==> src/text_to_int32_parser_unit_macros.svh <==
// ----------------------------------------------------------------------------
// Text-to-int32 parser assertion macros
// Shared concurrent assertion shorthands for the parser modules.
// ----------------------------------------------------------------------------
`ifndef TEXT_TO_INT32_PARSER_UNIT_MACROS_SVH
`define TEXT_TO_INT32_PARSER_UNIT_MACROS_SVH

// Same-cycle implication, disabled while reset is held.
`define TTIP_ASSERT_NOW(label, clk, rst_n, ante, cons, msg) \
    label: assert property (@(posedge clk) disable iff (!(rst_n)) (ante) |-> (cons)) \
        else $error(msg);

// Next-cycle implication, disabled while reset is held.
`define TTIP_ASSERT_NEXT(label, clk, rst_n, ante, cons, msg) \
    label: assert property (@(posedge clk) disable iff (!(rst_n)) (ante) |=> (cons)) \
        else $error(msg);

`endif

==> src/ttip_pkg.sv <==
// ----------------------------------------------------------------------------
// Text-to-int32 parser package
// Widths, character codes, bases and the beat structures of the parser.
// ----------------------------------------------------------------------------
package ttip_pkg;

    localparam int CH_W        = 8;
    localparam int BASE_W      = 6;
    localparam int VALUE_W     = 32;
    localparam int END_W       = 16;
    localparam int OFFSET_BITS = 16;
    localparam int IN_DATA_W   = 16;
    localparam int OUT_DATA_W  = 48;
    localparam int PROD_W      = VALUE_W + BASE_W;

    localparam logic [OFFSET_BITS-1:0] POS_MAX = {OFFSET_BITS{1'b1}};

    localparam logic [VALUE_W-1:0] VALUE_POS_MAX = 32'h7fff_ffff;
    localparam logic [VALUE_W-1:0] VALUE_NEG_MIN = 32'h8000_0000;

    // Character codes.
    localparam logic [CH_W-1:0] CH_TAB     = 8'h09;
    localparam logic [CH_W-1:0] CH_CR      = 8'h0D;
    localparam logic [CH_W-1:0] CH_SPACE   = 8'h20;
    localparam logic [CH_W-1:0] CH_PLUS    = 8'h2B;
    localparam logic [CH_W-1:0] CH_MINUS   = 8'h2D;
    localparam logic [CH_W-1:0] CH_ZERO    = 8'h30;
    localparam logic [CH_W-1:0] CH_NINE    = 8'h39;
    localparam logic [CH_W-1:0] CH_UPPER_A = 8'h41;
    localparam logic [CH_W-1:0] CH_UPPER_X = 8'h58;
    localparam logic [CH_W-1:0] CH_UPPER_Z = 8'h5A;
    localparam logic [CH_W-1:0] CH_LOWER_A = 8'h61;
    localparam logic [CH_W-1:0] CH_LOWER_X = 8'h78;
    localparam logic [CH_W-1:0] CH_LOWER_Z = 8'h7A;
    localparam logic [CH_W-1:0] LETTER_OFS = 8'd10;

    // Base codes.
    localparam logic [BASE_W-1:0] BASE_AUTO = 6'd0;
    localparam logic [BASE_W-1:0] BASE_OCT  = 6'd8;
    localparam logic [BASE_W-1:0] BASE_DEC  = 6'd10;
    localparam logic [BASE_W-1:0] BASE_HEX  = 6'd16;

    typedef struct packed {
        logic [CH_W-1:0]   ch;
        logic              start_req;
        logic [BASE_W-1:0] base;
    } t_in_beat;

    typedef struct packed {
        logic              is_alnum;
        logic [BASE_W-1:0] digit;
        logic              is_space;
        logic              is_plus;
        logic              is_minus;
        logic              is_zero;
        logic              is_x;
    } t_char_info;

    typedef struct packed {
        logic signed [VALUE_W-1:0] value;
        logic [END_W-1:0]          end_offset;
        logic                      range_error;
        logic                      converted;
    } t_result;

endpackage

==> src/text_to_int32_parser_unit.sv <==
// ----------------------------------------------------------------------------
// Text-to-int32 parser unit
// Streaming string-to-integer converter with a signed 32-bit clamped result.
// ----------------------------------------------------------------------------
// The unit takes one text byte per beat and returns one result beat per
// string, on the byte that ends the number. A beat with tuser set begins a
// string and carries the base (0 for automatic, else 2 to 36). Leading
// whitespace and one sign are skipped, a 0x or 0X prefix selects base 16 for
// base 0 or 16, and base 0 otherwise chooses octal after a leading zero and
// decimal in every other case. A beat without tuser while no string is open
// is dropped, and a new start abandons an open string without a result. The
// unit accepts one byte in every cycle unless a held result stalls it; a
// result beat is registered after its terminating byte has passed the input
// register stage. The cycle time is set by the accumulator loop: one 32 by 6
// bit multiply-add and a compare against the signed limit.
// ----------------------------------------------------------------------------
module text_to_int32_parser_unit
    import ttip_pkg::*;
(
    input  logic                  i_clk,
    input  logic                  i_rst_n,
    // Input stream: one text byte per beat.
    input  logic                  i_s_tvalid,
    output logic                  o_s_tready,
    input  logic [IN_DATA_W-1:0]  i_s_tdata,   // [7:0] ch, [13:8] base, [15:14] zero
    input  logic                  i_s_tuser,   // [0] start_req
    // Result stream: one beat per finished string.
    output logic                  o_m_tvalid,
    input  logic                  i_m_tready,
    output logic [OUT_DATA_W-1:0] o_m_tdata,   // [31:0] value, [47:32] end_offset
    output logic [1:0]            o_m_tuser    // [0] range_error, [1] converted
);

    // Input register stage.
    logic       r_in_valid;
    t_in_beat   r_in;
    // Result register stage.
    logic       r_out_valid;
    t_result    r_out;

    logic       step;
    logic       emit;
    t_char_info info;
    t_result    result;

    // The input stage moves on whenever the result register is free or is
    // being emptied in this cycle, so bytes flow at one per cycle.
    assign step       = r_in_valid && (!r_out_valid || i_m_tready);
    assign o_s_tready = !r_in_valid || step;

    always_ff @(posedge i_clk) begin
        if (!i_rst_n) begin
            r_in_valid <= 1'b0;
        end else if (o_s_tready) begin
            r_in_valid <= i_s_tvalid;
        end
    end

    always_ff @(posedge i_clk) begin
        if (o_s_tready && i_s_tvalid) begin
            r_in.ch        <= i_s_tdata[CH_W-1:0];
            r_in.base      <= i_s_tdata[CH_W+BASE_W-1:CH_W];
            r_in.start_req <= i_s_tuser;
        end
    end

    ttip_char_class u_char_class (
        .i_ch   (r_in.ch),
        .o_info (info)
    );

    ttip_parse_core u_parse_core (
        .i_clk    (i_clk),
        .i_rst_n  (i_rst_n),
        .i_step   (step),
        .i_beat   (r_in),
        .i_info   (info),
        .o_emit   (emit),
        .o_result (result)
    );

    // The result register holds a finished beat until the sink takes it.
    always_ff @(posedge i_clk) begin
        if (!i_rst_n) begin
            r_out_valid <= 1'b0;
        end else if (emit) begin
            r_out_valid <= 1'b1;
        end else if (i_m_tready) begin
            r_out_valid <= 1'b0;
        end
    end

    always_ff @(posedge i_clk) begin
        if (emit) begin
            r_out <= result;
        end
    end

    assign o_m_tvalid = r_out_valid;
    assign o_m_tdata  = {r_out.end_offset, r_out.value};
    assign o_m_tuser  = {r_out.converted, r_out.range_error};

endmodule

==> src/ttip_char_class.sv <==
// ----------------------------------------------------------------------------
// Text-to-int32 parser character classifier
// Decodes one text byte into its digit value and the punctuation classes.
// ----------------------------------------------------------------------------
module ttip_char_class
    import ttip_pkg::*;
(
    input  logic [CH_W-1:0] i_ch,
    output t_char_info      o_info
);

    logic is_num;
    logic is_upper;
    logic is_lower;

    assign is_num   = (i_ch >= CH_ZERO)    && (i_ch <= CH_NINE);
    assign is_upper = (i_ch >= CH_UPPER_A) && (i_ch <= CH_UPPER_Z);
    assign is_lower = (i_ch >= CH_LOWER_A) && (i_ch <= CH_LOWER_Z);

    always_comb begin
        o_info          = '0;
        o_info.is_alnum = is_num || is_upper || is_lower;
        if (is_num) begin
            o_info.digit = BASE_W'(i_ch - CH_ZERO);
        end else if (is_upper) begin
            o_info.digit = BASE_W'(i_ch - CH_UPPER_A + LETTER_OFS);
        end else if (is_lower) begin
            o_info.digit = BASE_W'(i_ch - CH_LOWER_A + LETTER_OFS);
        end
        // Whitespace is tab to carriage return, plus the space itself.
        o_info.is_space = ((i_ch >= CH_TAB) && (i_ch <= CH_CR)) || (i_ch == CH_SPACE);
        o_info.is_plus  = (i_ch == CH_PLUS);
        o_info.is_minus = (i_ch == CH_MINUS);
        o_info.is_zero  = (i_ch == CH_ZERO);
        o_info.is_x     = (i_ch == CH_LOWER_X) || (i_ch == CH_UPPER_X);
    end

endmodule

==> src/ttip_parse_core.sv <==
// ----------------------------------------------------------------------------
// Text-to-int32 parser core
// Parse state, accumulator with clamping, and the result of a finished string.
// ----------------------------------------------------------------------------
`include "text_to_int32_parser_unit_macros.svh"

module ttip_parse_core
    import ttip_pkg::*;
(
    input  logic       i_clk,
    input  logic       i_rst_n,
    input  logic       i_step,
    input  t_in_beat   i_beat,
    input  t_char_info i_info,
    output logic       o_emit,
    output t_result    o_result
);

    typedef enum logic [2:0] {
        PH_IDLE   = 3'd0,
        PH_LEAD   = 3'd1,
        PH_SIGNED = 3'd2,
        PH_ZERO   = 3'd3,
        PH_AFTERX = 3'd4,
        PH_DIGITS = 3'd5
    } t_phase;

    t_phase                 r_phase,    n_phase;
    logic                   r_neg,      n_neg;
    logic [BASE_W-1:0]      r_base,     n_base;
    logic [VALUE_W-1:0]     r_acc,      n_acc;
    logic                   r_ovf,      n_ovf;
    logic                   r_seen,     n_seen;
    logic [OFFSET_BITS-1:0] r_position, n_position;

    t_phase              cur_phase;
    logic                cur_neg;
    logic [BASE_W-1:0]   cur_base;
    logic [VALUE_W-1:0]  cur_acc;
    logic                cur_ovf;
    logic                cur_seen;
    logic [BASE_W-1:0]   eff_base;
    logic                do_digit;
    logic                first_char;
    logic                emit;
    logic [PROD_W-1:0]   product;
    logic [PROD_W-1:0]   limit;
    logic [VALUE_W-1:0]  value;

    // A start beat works on freshly cleared state.
    always_comb begin
        if (i_beat.start_req) begin
            cur_phase  = PH_LEAD;
            cur_neg    = 1'b0;
            cur_base   = i_beat.base;
            cur_acc    = '0;
            cur_ovf    = 1'b0;
            cur_seen   = 1'b0;
            n_position = '0;
        end else begin
            cur_phase  = r_phase;
            cur_neg    = r_neg;
            cur_base   = r_base;
            cur_acc    = r_acc;
            cur_ovf    = r_ovf;
            cur_seen   = r_seen;
            n_position = (r_position < POS_MAX) ? r_position + 1'b1 : r_position;
        end
    end

    assign product = PROD_W'(cur_acc) * PROD_W'(eff_base) + PROD_W'(i_info.digit);
    assign limit   = n_neg ? PROD_W'(VALUE_NEG_MIN) : PROD_W'(VALUE_POS_MAX);

    always_comb begin
        n_phase    = cur_phase;
        n_neg      = cur_neg;
        n_acc      = cur_acc;
        n_ovf      = cur_ovf;
        n_seen     = cur_seen;
        eff_base   = cur_base;
        do_digit   = 1'b0;
        first_char = 1'b0;
        emit       = 1'b0;

        unique case (cur_phase)
            PH_LEAD: begin
                if (i_info.is_space) begin
                    n_phase = PH_LEAD;
                end else if (i_info.is_minus) begin
                    n_neg   = 1'b1;
                    n_phase = PH_SIGNED;
                end else if (i_info.is_plus) begin
                    n_phase = PH_SIGNED;
                end else begin
                    first_char = 1'b1;
                end
            end
            PH_SIGNED: begin
                first_char = 1'b1;
            end
            PH_ZERO: begin
                if (i_info.is_x) begin
                    eff_base = BASE_HEX;
                    n_phase  = PH_AFTERX;
                end else begin
                    // The leading zero counts as a digit; auto base becomes octal.
                    if (cur_base == BASE_AUTO) begin
                        eff_base = BASE_OCT;
                    end
                    n_seen   = 1'b1;
                    do_digit = 1'b1;
                end
            end
            PH_AFTERX, PH_DIGITS: begin
                do_digit = 1'b1;
            end
            default: begin
                n_phase = PH_IDLE;
            end
        endcase

        if (first_char) begin
            if (i_info.is_zero && ((cur_base == BASE_AUTO) || (cur_base == BASE_HEX))) begin
                n_phase = PH_ZERO;
            end else begin
                if (cur_base == BASE_AUTO) begin
                    eff_base = BASE_DEC;
                end
                do_digit = 1'b1;
            end
        end

        if (do_digit) begin
            if (!i_info.is_alnum || (i_info.digit >= eff_base)) begin
                emit    = 1'b1;
                n_phase = PH_IDLE;
            end else begin
                n_seen  = 1'b1;
                n_phase = PH_DIGITS;
                if (!cur_ovf) begin
                    if (product > limit) begin
                        n_ovf = 1'b1;
                    end else begin
                        n_acc = product[VALUE_W-1:0];
                    end
                end
            end
        end

        n_base = eff_base;
    end

    // A beat while idle and without start is dropped.
    assign o_emit = i_step && emit && (i_beat.start_req || (r_phase != PH_IDLE));

    always_comb begin
        if (n_ovf) begin
            value = n_neg ? VALUE_NEG_MIN : VALUE_POS_MAX;
        end else if (n_neg) begin
            value = VALUE_W'(0) - n_acc;
        end else begin
            value = n_acc;
        end
        o_result.value       = value;
        o_result.end_offset  = n_seen ? END_W'(n_position) : '0;
        o_result.range_error = n_ovf;
        o_result.converted   = n_seen;
    end

    always_ff @(posedge i_clk) begin
        if (!i_rst_n) begin
            r_phase    <= PH_IDLE;
            r_neg      <= 1'b0;
            r_base     <= '0;
            r_acc      <= '0;
            r_ovf      <= 1'b0;
            r_seen     <= 1'b0;
            r_position <= '0;
        end else if (i_step && (i_beat.start_req || (r_phase != PH_IDLE))) begin
            r_phase    <= n_phase;
            r_neg      <= n_neg;
            r_base     <= n_base;
            r_acc      <= n_acc;
            r_ovf      <= n_ovf;
            r_seen     <= n_seen;
            r_position <= n_position;
        end
    end

    `TTIP_ASSERT_NEXT(a_emit_goes_idle, i_clk, i_rst_n, o_emit, r_phase == PH_IDLE, "parser not idle after a result")
    `TTIP_ASSERT_NEXT(a_ovf_sticky, i_clk, i_rst_n, r_ovf && !(i_step && i_beat.start_req), r_ovf, "overflow flag cleared within a string")
    `TTIP_ASSERT_NOW(a_empty_result, i_clk, i_rst_n, o_emit && !o_result.converted, (o_result.value == 0) && (o_result.end_offset == 0) && !o_result.range_error, "result without digits is not empty")

endmodule

==> config.mk <==
export PLATFORM = sky130hd
export DESIGN_NAME = text_to_int32_parser_unit
export DESIGN_NICKNAME = d
export VERILOG_FILES = /design/src/ttip_pkg.sv /design/src/text_to_int32_parser_unit.sv /design/src/ttip_char_class.sv /design/src/ttip_parse_core.sv
export VERILOG_INCLUDE_DIRS = /design/src /design/src/src
export SDC_FILE = /design/constraint.sdc
export NUM_CORES = 1
export LEC_CHECK = 0
export BUFFER_PORTS_ARGS = -buffer_cell sky130_fd_sc_hd__buf_4
export CELL_PAD_IN_SITES_DETAIL_PLACEMENT = 1
export CELL_PAD_IN_SITES_GLOBAL_PLACEMENT = 1
export CORE_UTILIZATION = 29
export DETAILED_ROUTE_END_ITERATION = 10
export MAX_ROUTING_LAYER = met4
export PLACE_DENSITY = 0.55
export RECOVER_POWER = 25
export SETUP_SLACK_MARGIN = 0.4
export SLEW_MARGIN = 20
export SYNTH_ARGS = -nofsm -noshare
export SYNTH_HDL_FRONTEND = slang
export SYNTH_SLANG_ARGS = --single-unit
==> constraint.sdc <==
create_clock -name i_clk -period 11.6 [get_ports i_clk]
set_input_delay 2.32 -clock i_clk [delete_from_list [all_inputs] [get_ports i_clk]]
set_output_delay 2.32 -clock i_clk [all_outputs]
set_load 0.1 [all_outputs]
==> results by group <==
Pwr
  – Worst VDD drop: 0.000115 V
  – Leak: 7.78 nW
  – Clock share of power: 36.8%
  – Sw frac: 35.5%
  – Pwr dens: 89.3 nW/um^2
  – Sequential Power Share: 32.9%
  – Int Pwr: 0.000990 W
  – Sw Pwr: 0.000544 W
  – Combinational Power Share: 30.3%

Setup path
  – CP Launch Type: flop
  – WP data arrival: 10.91 ns
  – Worst path most repeated cell: buf_4
  – Max FO, Critical Path: 9
  – Req. time, crit path: 11.77 ns
  – R2R cell count: 48
  – CP max stage cell: fa_1
  – Max incr delay on CP: 0.55 ns
  – Crit. End Element: flop
  – Kind of critical path: flop to flop

Cells and area
  – Fin nets: 2112
  – Seq. cell area: 3190 sq um
  – Multi-input logic area: 10700 sq um
  – Final std cells w/o fill: 2513
  – Fillers: 5861
  – Fraction of layout cells with a size suffix above 1: 14.7%
  – Area delta synth->final: 18.8%
  – Commonest non-fill, non-tap cells in the layout: nor2_1, nand2_1, buf_4
  – Layout Utilization: 35.0%
  – Commonest non-fill, non-tap cell in the layout: nor2_1
  – Antenna diodes: 0

Yosys
  – Largest family of logic cells by synthesized area: adder cells
  – Sequential share of the synthesized area: 22.1%
  – Top cell type's share of synthesized area: 17.2%
  – Synth Register Bits: 127
  – Synth Area in Adders: 28.5%
  – Count of unique library cells instantiated by Yosys: 91
  – Yosys warnings: 0
  – Cells after synthesis: 1701
  – Synth Area in Simple Gates: 21.8%
  – Leading area contributor after synthesis: fa_1
  – EDFF count, synth: 65
  – Syn nets: 1977
  – Xor and xnor area share after synthesis: 3.82%
  – Post-synthesis average cell area: 8.50 sq um
  – Compound-Gate Fraction of Synth Area: 16.8%
  – Cell area after synthesis: 14500 sq um
  – Prevailing post-synth register cell: edfxtp_1
  – Mux cell area share after synthesis: 1.87%
  – Asr flop ratio synth: 0%
  – Top cells by area, synth: fa_1, edfxtp_1, ha_1

Min path
  – Hold Path Depth: 2
  – Hold Crit Class: flop to flop

Clocking
  – CTS Hold Bufs: 0
  – Worst-Skew Late Latency: 0.46 ns
  – Maximum buffer depth of the clock tree: 2
  – H-tree depth: 4
  – CTS Buf Count: 17
  – CTS root buf: clkbuf_16
  – CTS Sinks: 127
  – CTS tree: built
  – Clock-pin slew on the worst setup and hold paths: 0.06 ns

STA
  – Final min period: 10.74 ns
  – Final Cycle Share: 92.6%
  – Final Slew Violations: 0
  – Worst Tran Pin Value: 1.26 ns
  – Hold slack final: 0.476 ns
  – Setup TNS: 0 ns
  – Highest clock rate: 93.1 MHz
  – Hold Vio Cnt, Final: 0
  – Skew final: 0.0132 ns
  – RSZ-0062 raised after global routing: no
  – # setup viols final: 0
  – Worst relative slew slack: 16.5%

Die
  – Core Region: 49100 sq um
  – Die height: 225 microns
  – Full die area: 50700 sq um
  – Initial Util: 29.5%
  – Row Count: 81
  – Die Wd: 225 microns
  – IO Pins: 73

Drt
  – DRT Pass-1 Iters: 5
  – Antenna-violating nets left: 0
  – Via/cell ratio: 5.26
  – Starting DRT DRC Count: 762
  – Routed WL: 51500 microns
  – Vias: 13200
  – Post-detailed-route wirelength per cell: 20.5 microns
  – DR DRC count: 0

Global route
  – Initial antenna violation count: 0
  – All-Layer GR Usage: 21.4%
  – GRT Residual Overflow: 0
  – Largest net degree at the start of global routing: 72
  – Number of global-route vias before repair: 13800
  – First-pass GRT wire length: 80900 microns

Placed design
  – HPWL Detailed: 40200 microns
  – Inst Count DP: 2471
  – Gp weighted congestion: 0.852
  – PortBufs: 70

Run
  – Max Cap Violations: 0

Outcome
  – Outcome: finished clean
==> final timing paths <==
check | startpoint | endpoint | slack (ns)
worst max-delay path | r_in[7] | o_m_tdata[22] | 0.86
worst min-delay path | u_parse_core.r_base[0] | u_parse_core.r_base[0] | 0.48
worst max register to register | r_in[7] | o_m_tdata[22] | 0.86
worst min register to register | u_parse_core.r_base[0] | u_parse_core.r_base[0] | 0.48
==> synth_stat cells (all sizes together), types with 4 or more instances <==
master,n
a22o,6
nand4b,4
nand2,179
and3,14
nor2,288
clkbuf,66
a211oi,35
nor3,30
fa,124
edfxtp,65
dfxtp,62
nand4,24
inv,90
o21ai,74
a221oi,4
xor2,19
o41ai,4
nor2b,30
nand2b,15
o21bai,8
ha,131
mux2,11
and4,8
a22oi,24
and2,11
clkinv,6
buf,22
a21oi,112
o211ai,12
or3,10
nand3,43
xnor2,44
a31oi,12
o31ai,6
nor4,8
a21boi,7
nand3b,4
mux2i,13
a21o,21
==> cell type report <==
| class | count | area share [%] |
|---|---|---|
| Multi-Input combinational cell | 1390 | 62.4 |
| Inverter | 96 | 2.12 |
| Clock inverter | 14 | 0.976 |
| Tap cell | 664 | 4.84 |
| Sequential cell | 127 | 18.6 |
| Clock buffer | 18 | 2.50 |
| Timing Repair Buffer | 204 | 8.56 |
==> power groups by stage <==
stage	logic [W]	clock network, W	registers, W
after CTS	0.000458	0.000580	0.000505
after floorplan	0.000238	0	0.000557
after detailed placement	0.000452	0	0.000514
after global routing	0.000504	0.000590	0.000506
after global placement	0.000446	0	0.000513
final	0.000465	0.000564	0.000504
==> logic make-up after synthesis <==
kind of cell               count (synthesis)
muxes                                     24
xor gates and xnor gates                  63
DFF                                      127
buffers and inverters                    184
and+or+nand+nor                          684
AOI/OAI and AO/OA                        364
adders and majority gates                255
==> routing by layer <==
metal / vias up / wire length, microns / GRT usage [%] / share of wire (%)
met4: 0 / 1580 / 7.53 / 3.1
met5: - / 0 / - / 0
met1: 6687 / 23900 / 27.7 / 46
li1: 6212 / - / - / -
met3: 80 / 1610 / 2.27 / 3.1
met2: 238 / 24400 / 34.7 / 47
==> stage by stage <==
step           instance area, sq um  setup WS, ns  power (W)
4_1_cts                       17100         0.403    0.00154
3_3_place_gp                  16400         0.151   0.000959
2_1_floorplan                 14500         0.961   0.000795
5_1_grt                       17200         0.376    0.00160
3_5_place_dp                  16400        0.0784   0.000966
6_report                      17200         0.864    0.00153
==> state kept, by name, summed over array words and instances, names as in the netlist <==
| register | count |
|---|---|
| r_in_valid | 1 |
| u_parse_core.r_ovf | 1 |
| r_in | 15 |
| u_parse_core.r_neg | 1 |
| o_m_tvalid | 1 |
| o_m_tdata | 48 |
| u_parse_core.r_acc | 32 |
| u_parse_core.r_phase | 3 |
| u_parse_core.r_seen | 1 |
| u_parse_core.r_position | 16 |
| u_parse_core.r_base | 6 |
| o_m_tuser | 2 |
==> critical path, delay by kind of cell (launching register included) <==
kind            cells  cell delay (ns)
simple gates       14             2.52
fa+ha+maj           8             3.16
compound gates     12             2.29
buf+inv            11             1.45
flops               1             0.42
xor+xnor            2             0.38
mux                 1             0.22
==> repair_timing <==
action / in CTS / in global routing
resized for setup: 7 / 34
buffers inserted: 3 / 7
endpoints found under the setup margin: 12 / 25
pin swaps: 2 / 8
No activity file was read; power rests on OpenSTA's default activity.
